### config.mk
export PLATFORM = sky130hd
export DESIGN_NAME = canonical_huffman_decoder
export DESIGN_NICKNAME = d
export VERILOG_FILES = /design/src/design/chd_pkg.sv /design/src/design/canonical_huffman_decoder.sv /design/src/design/chd_ram.sv
export SDC_FILE = /design/constraint.sdc
export NUM_CORES = 2
export LEC_CHECK = 0
export BUFFER_PORTS_ARGS = -buffer_cell sky130_fd_sc_hd__buf_2
export CAP_MARGIN = 30
export CORE_MARGIN = 2
export CORE_UTILIZATION = 50
export DETAILED_ROUTE_END_ITERATION = 16
export GPL_TIMING_DRIVEN = 0
export PLACE_DENSITY = 0.65
export SLEW_MARGIN = 10
export SYNTH_ARGS = -nofsm -noshare
export SYNTH_HDL_FRONTEND = slang
export SYNTH_SLANG_ARGS = --single-unit
### constraint.sdc
create_clock -name clk -period 6 [get_ports clk]
set_input_delay 1.2 -clock clk [delete_from_list [all_inputs] [get_ports clk]]
set_output_delay 1.2 -clock clk [all_outputs]
set_load 0.02 [all_outputs]
### src/design/chd_pkg.sv
`default_nettype none

package chd_pkg;

  localparam int MAX_CODE_LEN = 16;
  localparam int SYMBOL_COUNT = 256;

  // code_length never reaches MAX_CODE_LEN in the register: a full-length miss returns to root
  localparam int CL_W  = 4;
  localparam int IDX_W = 8;
  localparam int VAL_W = 8;
  localparam int FC_W  = 17;
  localparam int FI_W  = 9;

  localparam logic [FC_W-1:0] FIRST_CODE_MAX  = 17'h1FFFF;
  localparam logic [FI_W-1:0] FIRST_INDEX_MAX = 9'd511;

  typedef enum logic [1:0] {
    CMD_LOAD_COUNT  = 2'd0,
    CMD_LOAD_SYMBOL = 2'd1,
    CMD_BIT         = 2'd2,
    CMD_END         = 2'd3
  } cmd_t;

  typedef enum logic [1:0] {
    ST_SYMBOL    = 2'd0,
    ST_END_CLEAN = 2'd1,
    ST_END_TRUNC = 2'd2,
    ST_INVALID   = 2'd3
  } status_t;

endpackage

`default_nettype wire

### src/design/canonical_huffman_decoder.sv
`default_nettype none

// Canonical Huffman decoder with JPEG DHT style tables.
// Input channel s_*: s_tuser carries the command. Load commands write the
// sixteen length counts and the symbol table and return the decoder to the
// root without a result. A coded-bit command walks one bit; an end command
// reports a clean end or a truncated code.
// Output channel m_*: one item per completed code, per end command and per
// invalid bit string; m_tuser is the status, m_tdata the symbol.
// Throughput: one input item per cycle while s_tready is high. The length
// count for the next bit is read from its memory ahead of that bit, addressed
// by the next code length. A result passes through the pending stage, which
// holds the registered read of the symbol memory, then the output register.
// Reset clears the decoder to the root and empties the result pipeline; the
// tables are not cleared and must be loaded before decoding.
// When the receiver stalls, one further result-bearing item is taken into
// the pending stage, then s_tready drops until the output register drains.
module canonical_huffman_decoder (
  input  wire logic        clk,
  input  wire logic        rst,
  input  wire logic        s_tvalid,
  output logic             s_tready,
  input  wire logic [23:0] s_tdata,   // table_index[7:0], table_value[15:8], coded_bit[16]
  input  wire logic [1:0]  s_tuser,   // cmd[1:0]
  output logic             m_tvalid,
  input  wire logic        m_tready,
  output logic      [7:0]  m_tdata,   // symbol[7:0]
  output logic      [1:0]  m_tuser    // status[1:0]
);

  import chd_pkg::*;

  logic             in_acc;
  cmd_t             cmd;
  logic [IDX_W-1:0] table_index;
  logic [VAL_W-1:0] table_value;
  logic             coded_bit;

  // decoder state
  logic [MAX_CODE_LEN-2:0] partial_code, partial_code_next;
  logic [CL_W-1:0]         code_length, code_length_next;
  logic [FC_W-1:0]         first_code, first_code_next;
  logic [FI_W-1:0]         first_index, first_index_next;

  // length count memory and forwarding of a same-address write
  logic             cnt_we;
  logic [VAL_W-1:0] cnt_rdata;
  logic             fwd_valid;
  logic [VAL_W-1:0] fwd_data;
  logic [VAL_W-1:0] count;

  // symbol memory
  logic             sym_we;
  logic             sym_re;
  logic [IDX_W-1:0] sym_raddr;
  logic [VAL_W-1:0] sym_rdata;

  // per-bit arithmetic
  logic [MAX_CODE_LEN-1:0] pc_new;
  logic [CL_W:0]           cl_new;
  logic [FC_W:0]           code_diff;
  logic                    hit;
  logic [FI_W:0]           pos;
  logic [FI_W:0]           fi_sum;
  logic [FC_W:0]           fc_sum;

  // result pipeline
  logic    res_load;
  status_t res_status;
  logic    res_is_sym;
  logic    p_valid, p_is_sym, p_adv;
  status_t p_status;
  logic    o_valid;
  status_t o_status;
  logic [VAL_W-1:0] o_symbol;

  assign cmd         = cmd_t'(s_tuser);
  assign table_index = s_tdata[7:0];
  assign table_value = s_tdata[15:8];
  assign coded_bit   = s_tdata[16];

  assign p_adv    = !o_valid || m_tready;
  assign s_tready = !p_valid || p_adv;
  assign in_acc   = s_tvalid && s_tready;

  assign count = fwd_valid ? fwd_data : cnt_rdata;

  assign pc_new    = {partial_code, coded_bit};
  assign cl_new    = {1'b0, code_length} + 5'd1;
  assign code_diff = {2'b00, pc_new} - {1'b0, first_code};
  assign hit       = !code_diff[FC_W] && (code_diff[FC_W-1:0] < {9'd0, count});
  assign pos       = {1'b0, first_index} + {2'b00, code_diff[7:0]};
  assign fi_sum    = {1'b0, first_index} + {2'b00, count};
  assign fc_sum    = {1'b0, first_code} + {10'd0, count};
  assign sym_raddr = pos[IDX_W-1:0];

  always_comb begin
    partial_code_next = partial_code;
    code_length_next  = code_length;
    first_code_next   = first_code;
    first_index_next  = first_index;
    cnt_we            = 1'b0;
    sym_we            = 1'b0;
    sym_re            = 1'b0;
    res_load          = 1'b0;
    res_status        = ST_SYMBOL;
    res_is_sym        = 1'b0;
    if (in_acc) begin
      unique case (cmd)
        CMD_LOAD_COUNT: begin
          cnt_we            = table_index < IDX_W'(MAX_CODE_LEN);
          partial_code_next = '0;
          code_length_next  = '0;
          first_code_next   = '0;
          first_index_next  = '0;
        end
        CMD_LOAD_SYMBOL: begin
          sym_we            = {1'b0, table_index} < (IDX_W+1)'(SYMBOL_COUNT);
          partial_code_next = '0;
          code_length_next  = '0;
          first_code_next   = '0;
          first_index_next  = '0;
        end
        CMD_END: begin
          res_load          = 1'b1;
          res_status        = (code_length == '0) ? ST_END_CLEAN : ST_END_TRUNC;
          partial_code_next = '0;
          code_length_next  = '0;
          first_code_next   = '0;
          first_index_next  = '0;
        end
        CMD_BIT: begin
          if (hit) begin
            res_load          = 1'b1;
            partial_code_next = '0;
            code_length_next  = '0;
            first_code_next   = '0;
            first_index_next  = '0;
            if (pos >= (FI_W+1)'(SYMBOL_COUNT)) begin
              res_status = ST_INVALID;
            end else begin
              sym_re     = 1'b1;
              res_is_sym = 1'b1;
            end
          end else if (cl_new >= (CL_W+1)'(MAX_CODE_LEN)) begin
            // no code within the longest length: report and restart
            res_load          = 1'b1;
            res_status        = ST_INVALID;
            partial_code_next = '0;
            code_length_next  = '0;
            first_code_next   = '0;
            first_index_next  = '0;
          end else begin
            partial_code_next = pc_new[MAX_CODE_LEN-2:0];
            code_length_next  = cl_new[CL_W-1:0];
            first_index_next  = (fi_sum > {1'b0, FIRST_INDEX_MAX}) ? FIRST_INDEX_MAX
                                                                  : fi_sum[FI_W-1:0];
            first_code_next   = (fc_sum > 18'h0FFFF) ? FIRST_CODE_MAX
                                                     : {fc_sum[FC_W-2:0], 1'b0};
          end
        end
        default: ;
      endcase
    end
  end

  // count for the next bit is fetched with the next code length as address
  chd_ram #(
    .WIDTH (VAL_W),
    .DEPTH (MAX_CODE_LEN)
  ) u_count_ram (
    .clk   (clk),
    .we    (cnt_we),
    .waddr (table_index[CL_W-1:0]),
    .wdata (table_value),
    .re    (1'b1),
    .raddr (code_length_next),
    .rdata (cnt_rdata)
  );

  chd_ram #(
    .WIDTH (VAL_W),
    .DEPTH (SYMBOL_COUNT)
  ) u_symbol_ram (
    .clk   (clk),
    .we    (sym_we),
    .waddr (table_index),
    .wdata (table_value),
    .re    (sym_re),
    .raddr (sym_raddr),
    .rdata (sym_rdata)
  );

  always_ff @(posedge clk) begin
    if (rst) begin
      partial_code <= '0;
      code_length  <= '0;
      first_code   <= '0;
      first_index  <= '0;
      fwd_valid    <= 1'b0;
      p_valid      <= 1'b0;
      o_valid      <= 1'b0;
    end else begin
      partial_code <= partial_code_next;
      code_length  <= code_length_next;
      first_code   <= first_code_next;
      first_index  <= first_index_next;
      // the memory returns old data on a same-address write: forward it
      fwd_valid    <= cnt_we && (table_index[CL_W-1:0] == code_length_next);
      p_valid      <= (p_valid && !p_adv) || res_load;
      if (p_adv) begin
        o_valid <= p_valid;
      end
    end
  end

  always_ff @(posedge clk) begin
    fwd_data <= table_value;
    if (res_load) begin
      p_status <= res_status;
      p_is_sym <= res_is_sym;
    end
    if (p_valid && p_adv) begin
      o_status <= p_status;
      o_symbol <= p_is_sym ? sym_rdata : '0;
    end
  end

  assign m_tvalid = o_valid;
  assign m_tdata  = o_symbol;
  assign m_tuser  = o_status;

  // received bits never reach above the current code length
  a_partial_fits: assert property (@(posedge clk) disable iff (rst)
    (({1'b0, partial_code} >> code_length) == '0))
    else $error("partial code wider than code length");

  a_root_clean: assert property (@(posedge clk) disable iff (rst)
    (code_length == '0) |-> (first_code == '0 && first_index == '0))
    else $error("canonical walk state not cleared at root");

  a_stall_only_full: assert property (@(posedge clk) disable iff (rst)
    !s_tready |-> (p_valid && o_valid))
    else $error("input held off with room in the result pipeline");

  a_sym_read_pending: assert property (@(posedge clk) disable iff (rst)
    sym_re |=> (p_valid && p_is_sym))
    else $error("symbol read issued without a pending result");

  a_pending_holds: assert property (@(posedge clk) disable iff (rst)
    (p_valid && !p_adv) |=> (p_valid && $stable(p_status)))
    else $error("pending result lost under stall");

endmodule

`default_nettype wire

### src/design/chd_ram.sv
`default_nettype none

module chd_ram #(
  parameter int WIDTH = 8,
  parameter int DEPTH = 256
) (
  input  wire logic                     clk,
  input  wire logic                     we,
  input  wire logic [$clog2(DEPTH)-1:0] waddr,
  input  wire logic [WIDTH-1:0]         wdata,
  input  wire logic                     re,
  input  wire logic [$clog2(DEPTH)-1:0] raddr,
  output logic      [WIDTH-1:0]         rdata
);

  logic [WIDTH-1:0] mem [DEPTH];

  always_ff @(posedge clk) begin
    if (we) begin
      mem[waddr] <= wdata;
    end
    if (re) begin
      rdata <= mem[raddr];
    end
  end

endmodule

`default_nettype wire
Word-level counts from Yosys, hierarchy flattened
Memories as Yosys holds them, arrays and structs flattened. A register that Yosys moved wholly into a read port is not among the register bits.
Cells that the tools add are included.
- register bits: 69
- memory bits (writable): 2176
- input port bits: 30
- output and inout bits: 12
- word-level logic and storage cells: 81
- memories: 2
- add/sub/neg operators: 5
- magnitude comparators: 6
- equality and inequality tests: 4
- muxes and demuxes: 37
- reduce and logical (&&, ||, !) cells: 15
- memory list (name ; depth ; width ; rd ports ; clocked after memory_dff ; write ports ; RTL line ; RTL):
    u_symbol_ram.mem ; 256 ; 8 ; 1 ; 1 ; 1 ; chd_ram.sv:16 ; logic [WIDTH-1:0] mem [DEPTH];
    u_count_ram.mem ; 16 ; 8 ; 1 ; 1 ; 1 ; chd_ram.sv:16 ;
- operators by type and width (kind ; count):
    17-bit two-way mux ; 3
    17-bit case mux with 2 select lines ; 1
    15-bit two-way mux ; 2
    15-bit case mux with 2 select lines ; 1
    9-bit two-way mux ; 3
    9-bit by 8-bit adder with 10-bit output ; 2
    17-bit by 8-bit adder with 18-bit output ; 1
    18-bit by 16-bit greater-than comparator with 1-bit output, second input constant ; 1
    9-bit case mux with 2 select lines ; 1
    16-bit by 17-bit subtractor with 18-bit output ; 1
    17-bit by 8-bit < comparator with 1-bit output ; 1
    1-bit two-way mux ; 15
    4-bit two-way mux ; 3
    10-bit by 9-bit >= comparator with 1-bit output, second input constant ; 1
    10-bit by 9-bit greater-than comparator with 1-bit output, second input constant ; 1
    8-bit by 5-bit < comparator with 1-bit output, second input constant ; 1
    2-bit two-way mux ; 4
    8-bit two-way mux ; 1
    4-bit case mux with 2 select lines ; 1
    4-bit by 1-bit adder with 5-bit output, second input constant ; 1
    5-bit >= comparator, second input constant ; 1
    1-bit logical AND ; 5
    2-bit == test, second input constant ; 2
    4-bit == test ; 1
    8 further kinds ; 13

Depth between registers and ports, before layout
- depth in word-level cells: 8
- depth in mapped cells: 21

Cells and area by module
From an unflattened synthesis, not the netlist that was laid out.
- cell total of the unflattened synthesis: 4537
- area total of the unflattened synthesis: 89698.5 sq um
- by module, submodules not included (module ; instances ; cells each ; area an instance (sq um) ; sequential area each (sq um)):
    chd_ram at u_symbol_ram ; 1 ; 3733 ; 79636.4 ; 61739.2
    chd_ram at u_count_ram ; 1 ; 229 ; 5227.5 ; 4083.9
    canonical_huffman_decoder ; 1 ; 575 ; 4834.6 ; 1511.4

Least setup slack after synthesis
No wires, ideal clock.
- path kind: input-to-reg
- from: input s_tdata[16]
- to: register u_symbol_ram.rdata[0], read port of u_symbol_ram.mem, data pin
- library setup time: 0.272 ns
- arrival: 5.015 ns
- setup slack: 0.713 ns
- stages on the path: 13
- cells stage by stage: inv_1 ha_1 inv_1 fa_1 inv_1 fa_1 clkbuf_1 clkbuf_1 clkbuf_1 mux4_2 mux4_2 mux4_2 mux4_2
- longest elaborated chain between the ends: 7
- ends and longest elaborated chain (item ; RTL line ; RTL):
    start: declaration ; canonical_huffman_decoder.sv:23 ; input wire logic [23:0] s_tdata,
    16-bit by 17-bit subtractor with 18-bit output * ; canonical_huffman_decoder.sv:90 ; assign code_diff = {2'b00, pc_new} - {1'b0, first_code};
    9-bit by 8-bit adder with 10-bit output ; canonical_huffman_decoder.sv:92 ; assign pos = {1'b0, first_index} + {2'b00, code_diff[7:0]};
    10-bit by 9-bit >= comparator with 1-bit output ; canonical_huffman_decoder.sv:139 ; if (pos >= (FI_W+1)'(SYMBOL_COUNT)) begin
    1-bit two-way mux ; canonical_huffman_decoder.sv:139 ;
    1-bit two-way mux ; canonical_huffman_decoder.sv:133 ; if (hit) begin
    1-bit two-way mux ; canonical_huffman_decoder.sv:109 ; unique case (cmd)
    1-bit two-way mux ; canonical_huffman_decoder.sv:108 ; if (in_acc) begin
    end: declaration ; chd_ram.sv:13 ; output logic [WIDTH-1:0] rdata
Every way passes the cells marked *; elsewhere a longest branch is shown, timed or not.
A chain may end at the register's enable or synchronous reset.

Final worst setup path
- from: input s_tdata[16]
- to: register u_symbol_ram.rdata[6], read port of u_symbol_ram.mem, data pin
Same word-level chain as after synthesis.

==> impl_metrics.toml <==
[outcome]
status = "finished clean"

[setup_path]
worstSetupPathType = "in -> reg"
cp_data_arrival_time_ns = 6.48
end_kind = "flip-flop"
critPathRequiredTime_ns = 6.59
worstSetupStartpointType = "input pin"
path_max_fanout = 10

[place]
place_hpwl_um = 149000
place_congestion = 0.852
placed_cell_area_um2 = 93400
dp_slack_ns = -1.48
io_buffers = 30

[global_route]
grt_pass1_vias = 43036
grt_overflow_total = 0
grt_pass1_wl_um = 318000
antenna_found_initial = 9
grt_usage = 0.250
grt_max_degree = 140

[routing]
drt_iter0_markers = 6178
routed_via_density = 6.28
wl_um = 226000
first_pass_iters = 5
vias = 43574
drc = 0
wl_per_cell_um = 32.5
final_antenna_net_count = 0

[layout]
fillCellCount = 12779
utilization = 0.570
fin_nets = 4490
syn2layout_area_growth_pct = 13.1
drive_above_1_share = 0.280
design_area_um2 = 101000

[sta]
tightest_slew_ns = 1.10
setup_violations = 0
timing.fmax_ghz = 0.170
drv_slew = 0
fin_worst_hold_slack_ns = 0.457
timing.final.ws_setup_ns = 0.114
timing.slew.headroom = 0.266
period_share = 0.981
rsz0062_at_grt = "no"
hold_viol_final = 0
fin_skew_ns = 0.0366
final.min_clock_period_ns = 5.89
setup_tns_ns = 0

[clocking]
cts_tree = "done"
cts_buffer_depth = 3
clk_latency_ns = 0.86
cts_made_buffers = 222
clk_pin_slew_worst_paths_ns = 0.06
htree_levels = 4
post-cts-setup-buffers = 0
cts_hold_buf = 0
root_buffer = "clkbuf_16"
cts_sinks = 2261

[synth]
synthTopCellsByArea = "edfxtp_1, mux4_2, dfxtp_1"
syn-num-nets = 4165
ys_dominant_reg_cell = "edfxtp_1"
yosysSeqAreaShare = 0.755
ys_warn_count = 0
ys_ff_latch = 2261
synth-edff-count = 2197
yosys.area.top_type_share = 0.740
ys_types = 71
synthArstFlopShare = 0
syn_avg_cell_area_um2 = 21.8
yosysTopAreaCell = "edfxtp_1"
syn_inst = 4082
synth_area_um2 = 89100

[floorplan]
std_cell_rows = 154
die_width_um = 426
dieArea_um2 = 182000
start_util = 0.504
io_pins = 42
fp.dieH_um = 426
coreArea_um2 = 177000

[hold_path]
min_path_type = "reg -> reg"

[power]
static-leakage-power_uw = 0.0314
power.internal_uw = 26500
pwr-share-comb = 0.095
powerDensity_nw_per_um2 = 341
irDropWorstVdd_mv = 0.251
p_switching_uw = 7950
p_clk_frac = 0.401
swShare = 0.231
p_seq_frac = 0.504

[run]
maxCapViolCount = 0
-- cell type report --
type | count | area (µm²) | area share
inverters | 48 | 180 | 0.00179
diodes | 1 | 2.50 | 0.0000248
well taps | 2340 | 2930 | 0.0290
repair buffers | 102 | 1450 | 0.0143
flip-flops and latches | 2261 | 67300 | 0.667
clock inverters | 150 | 1400 | 0.0139
clock buffers | 268 | 5840 | 0.0579
multi-input cells | 1555 | 20800 | 0.206
plain buffers | 217 | 987 | 0.00979
-- worst max-delay path, stage by stage --
cell and delay (ns):
buf_2 0.12, inv_1 0.06, ha_1 0.15, inv_1 0.05, fa_1 0.58, inv_1 0.08, fa_2 0.82, clkbuf_1 0.51
buf_8 0.23, buf_1 0.60, mux4_2 0.42, mux4_2 0.52, mux4_2 0.59, mux4_2 0.52
-- path summary, 6_finish.rpt --
check	to	from	slack [ns]	cells past startpoint
setup / recovery	u_symbol_ram.rdata[6]$_DFFE_PP_	s_tdata[16]	0.11	14
setup reg to reg	u_symbol_ram.rdata[6]$_DFFE_PP_	first_code[0]$_SDFFE_PP0P_	0.21	12
hold reg to reg	m_tuser[1]$_DFFE_PP_	p_status[1]$_SDFFCE_PN0P_	0.46	0
hold / removal	m_tuser[1]$_DFFE_PP_	p_status[1]$_SDFFCE_PN0P_	0.46	0
-- per-stage QoR --
stage                     cells  total power (µW)
after detailed placement   6514             20900
after floorplan            4082             19500
after CTS                  6931             34600
after global placement     6452             20900
after global routing       6941             35300
final                      6942             34400
-- sequential cells by signal (all words and copies together) (netlist names) --
name and flops:
u_symbol_ram.mem 2048, u_count_ram.mem 128, first_code 17, partial_code 15, first_index 9, fwd_data 8
m_tdata 8, u_count_ram.rdata 8, u_symbol_ram.rdata 8, code_length 4, m_tuser 2, p_status 2
fwd_valid 1, m_tvalid 1, p_is_sym 1, p_valid 1
-- placed cells by master, fill, tap and decap left out, types with 31 or more instances in the layout --
cell type     n
edfxtp_1   2197
mux4_2      680
nor2_1      325
clkbuf_16   224
clkbuf_1    144
buf_2        82
nand2_1      76
dfxtp_1      64
a21oi_1      57
clkinv_1     53
mux2_2       50
clkinv_2     50
ha_1         49
inv_1        48
o21ai_0      45
a22oi_1      40
buf_8        31
-- routing by layer --
| layer | track usage | wire, µm | part of all wire | vias to the layer above |
|---|---|---|---|---|
| met5 | 0 | 0 | 0 | - |
| met4 | 0.0782 | 7050 | 0.031 | 0 |
| met3 | 0.0443 | 19300 | 0.086 | 346 |
| met2 | 0.387 | 107000 | 0.47 | 2057 |
| met1 | 0.368 | 92500 | 0.41 | 23395 |
| li1 | - | - | - | 17776 |
-- Yosys cell counts, types with 3 or more instances --
cell type  number
edfxtp_1     2197
mux4_2        680
nor2_1        326
clkbuf_1      134
nand2_1        76
dfxtp_1        64
buf_2          59
a21oi_1        57
mux2_2         50
ha_1           49
inv_1          48
o21ai_0        45
a22oi_1        40
xnor2_1        27
nand4_1        19
buf_1          18
nand3_1        17
nor2b_1        16
and2_1         12
mux2i_1        10
mux2_1          9
a21o_1          8
a32oi_1         8
nand2b_1        7
o211ai_1        7
buf_6           6
mux2_4          6
xor2_1          6
and3_1          5
nor3_1          5
nor4_1          5
o21a_1          5
o21bai_1        5
a211oi_1        4
fa_1            4
o21ai_1         4
a21boi_0        3
a21oi_2         3
-- cell families (layout without fill, tap and decap cells) --
logic type | after synthesis | count (layout) | synth area share
DFF | 2261 | 2261 | 0.755
muxes | 755 | 755 | 0.181
and+or+nand+nor | 501 | 501 | 0.0241
buffers and inverters | 266 | 785 | 0.0126
AOI/OAI and AO/OA | 213 | 213 | 0.0160
adders and majority gates | 53 | 53 | 0.00778
xor gates and xnor gates | 33 | 33 | 0.00324
other | 0 | 1 | 0
-- power groups by stage --
stage	Sequential [µW]	Combinational, µW	Clock (µW)
after global placement	17800	3110	0
after global routing	17300	3370	14600
after CTS	17400	3260	13900
after detailed placement	17700	3250	0
after floorplan	17700	1770	0
final	17400	3260	13800
-- what timing repair did --
action	CTS	global route
resized for setup	14	0
hold endpoints to repair	0	0
setup endpoints to repair	8	0
No activity file was read; power rests on OpenSTA's default activity.
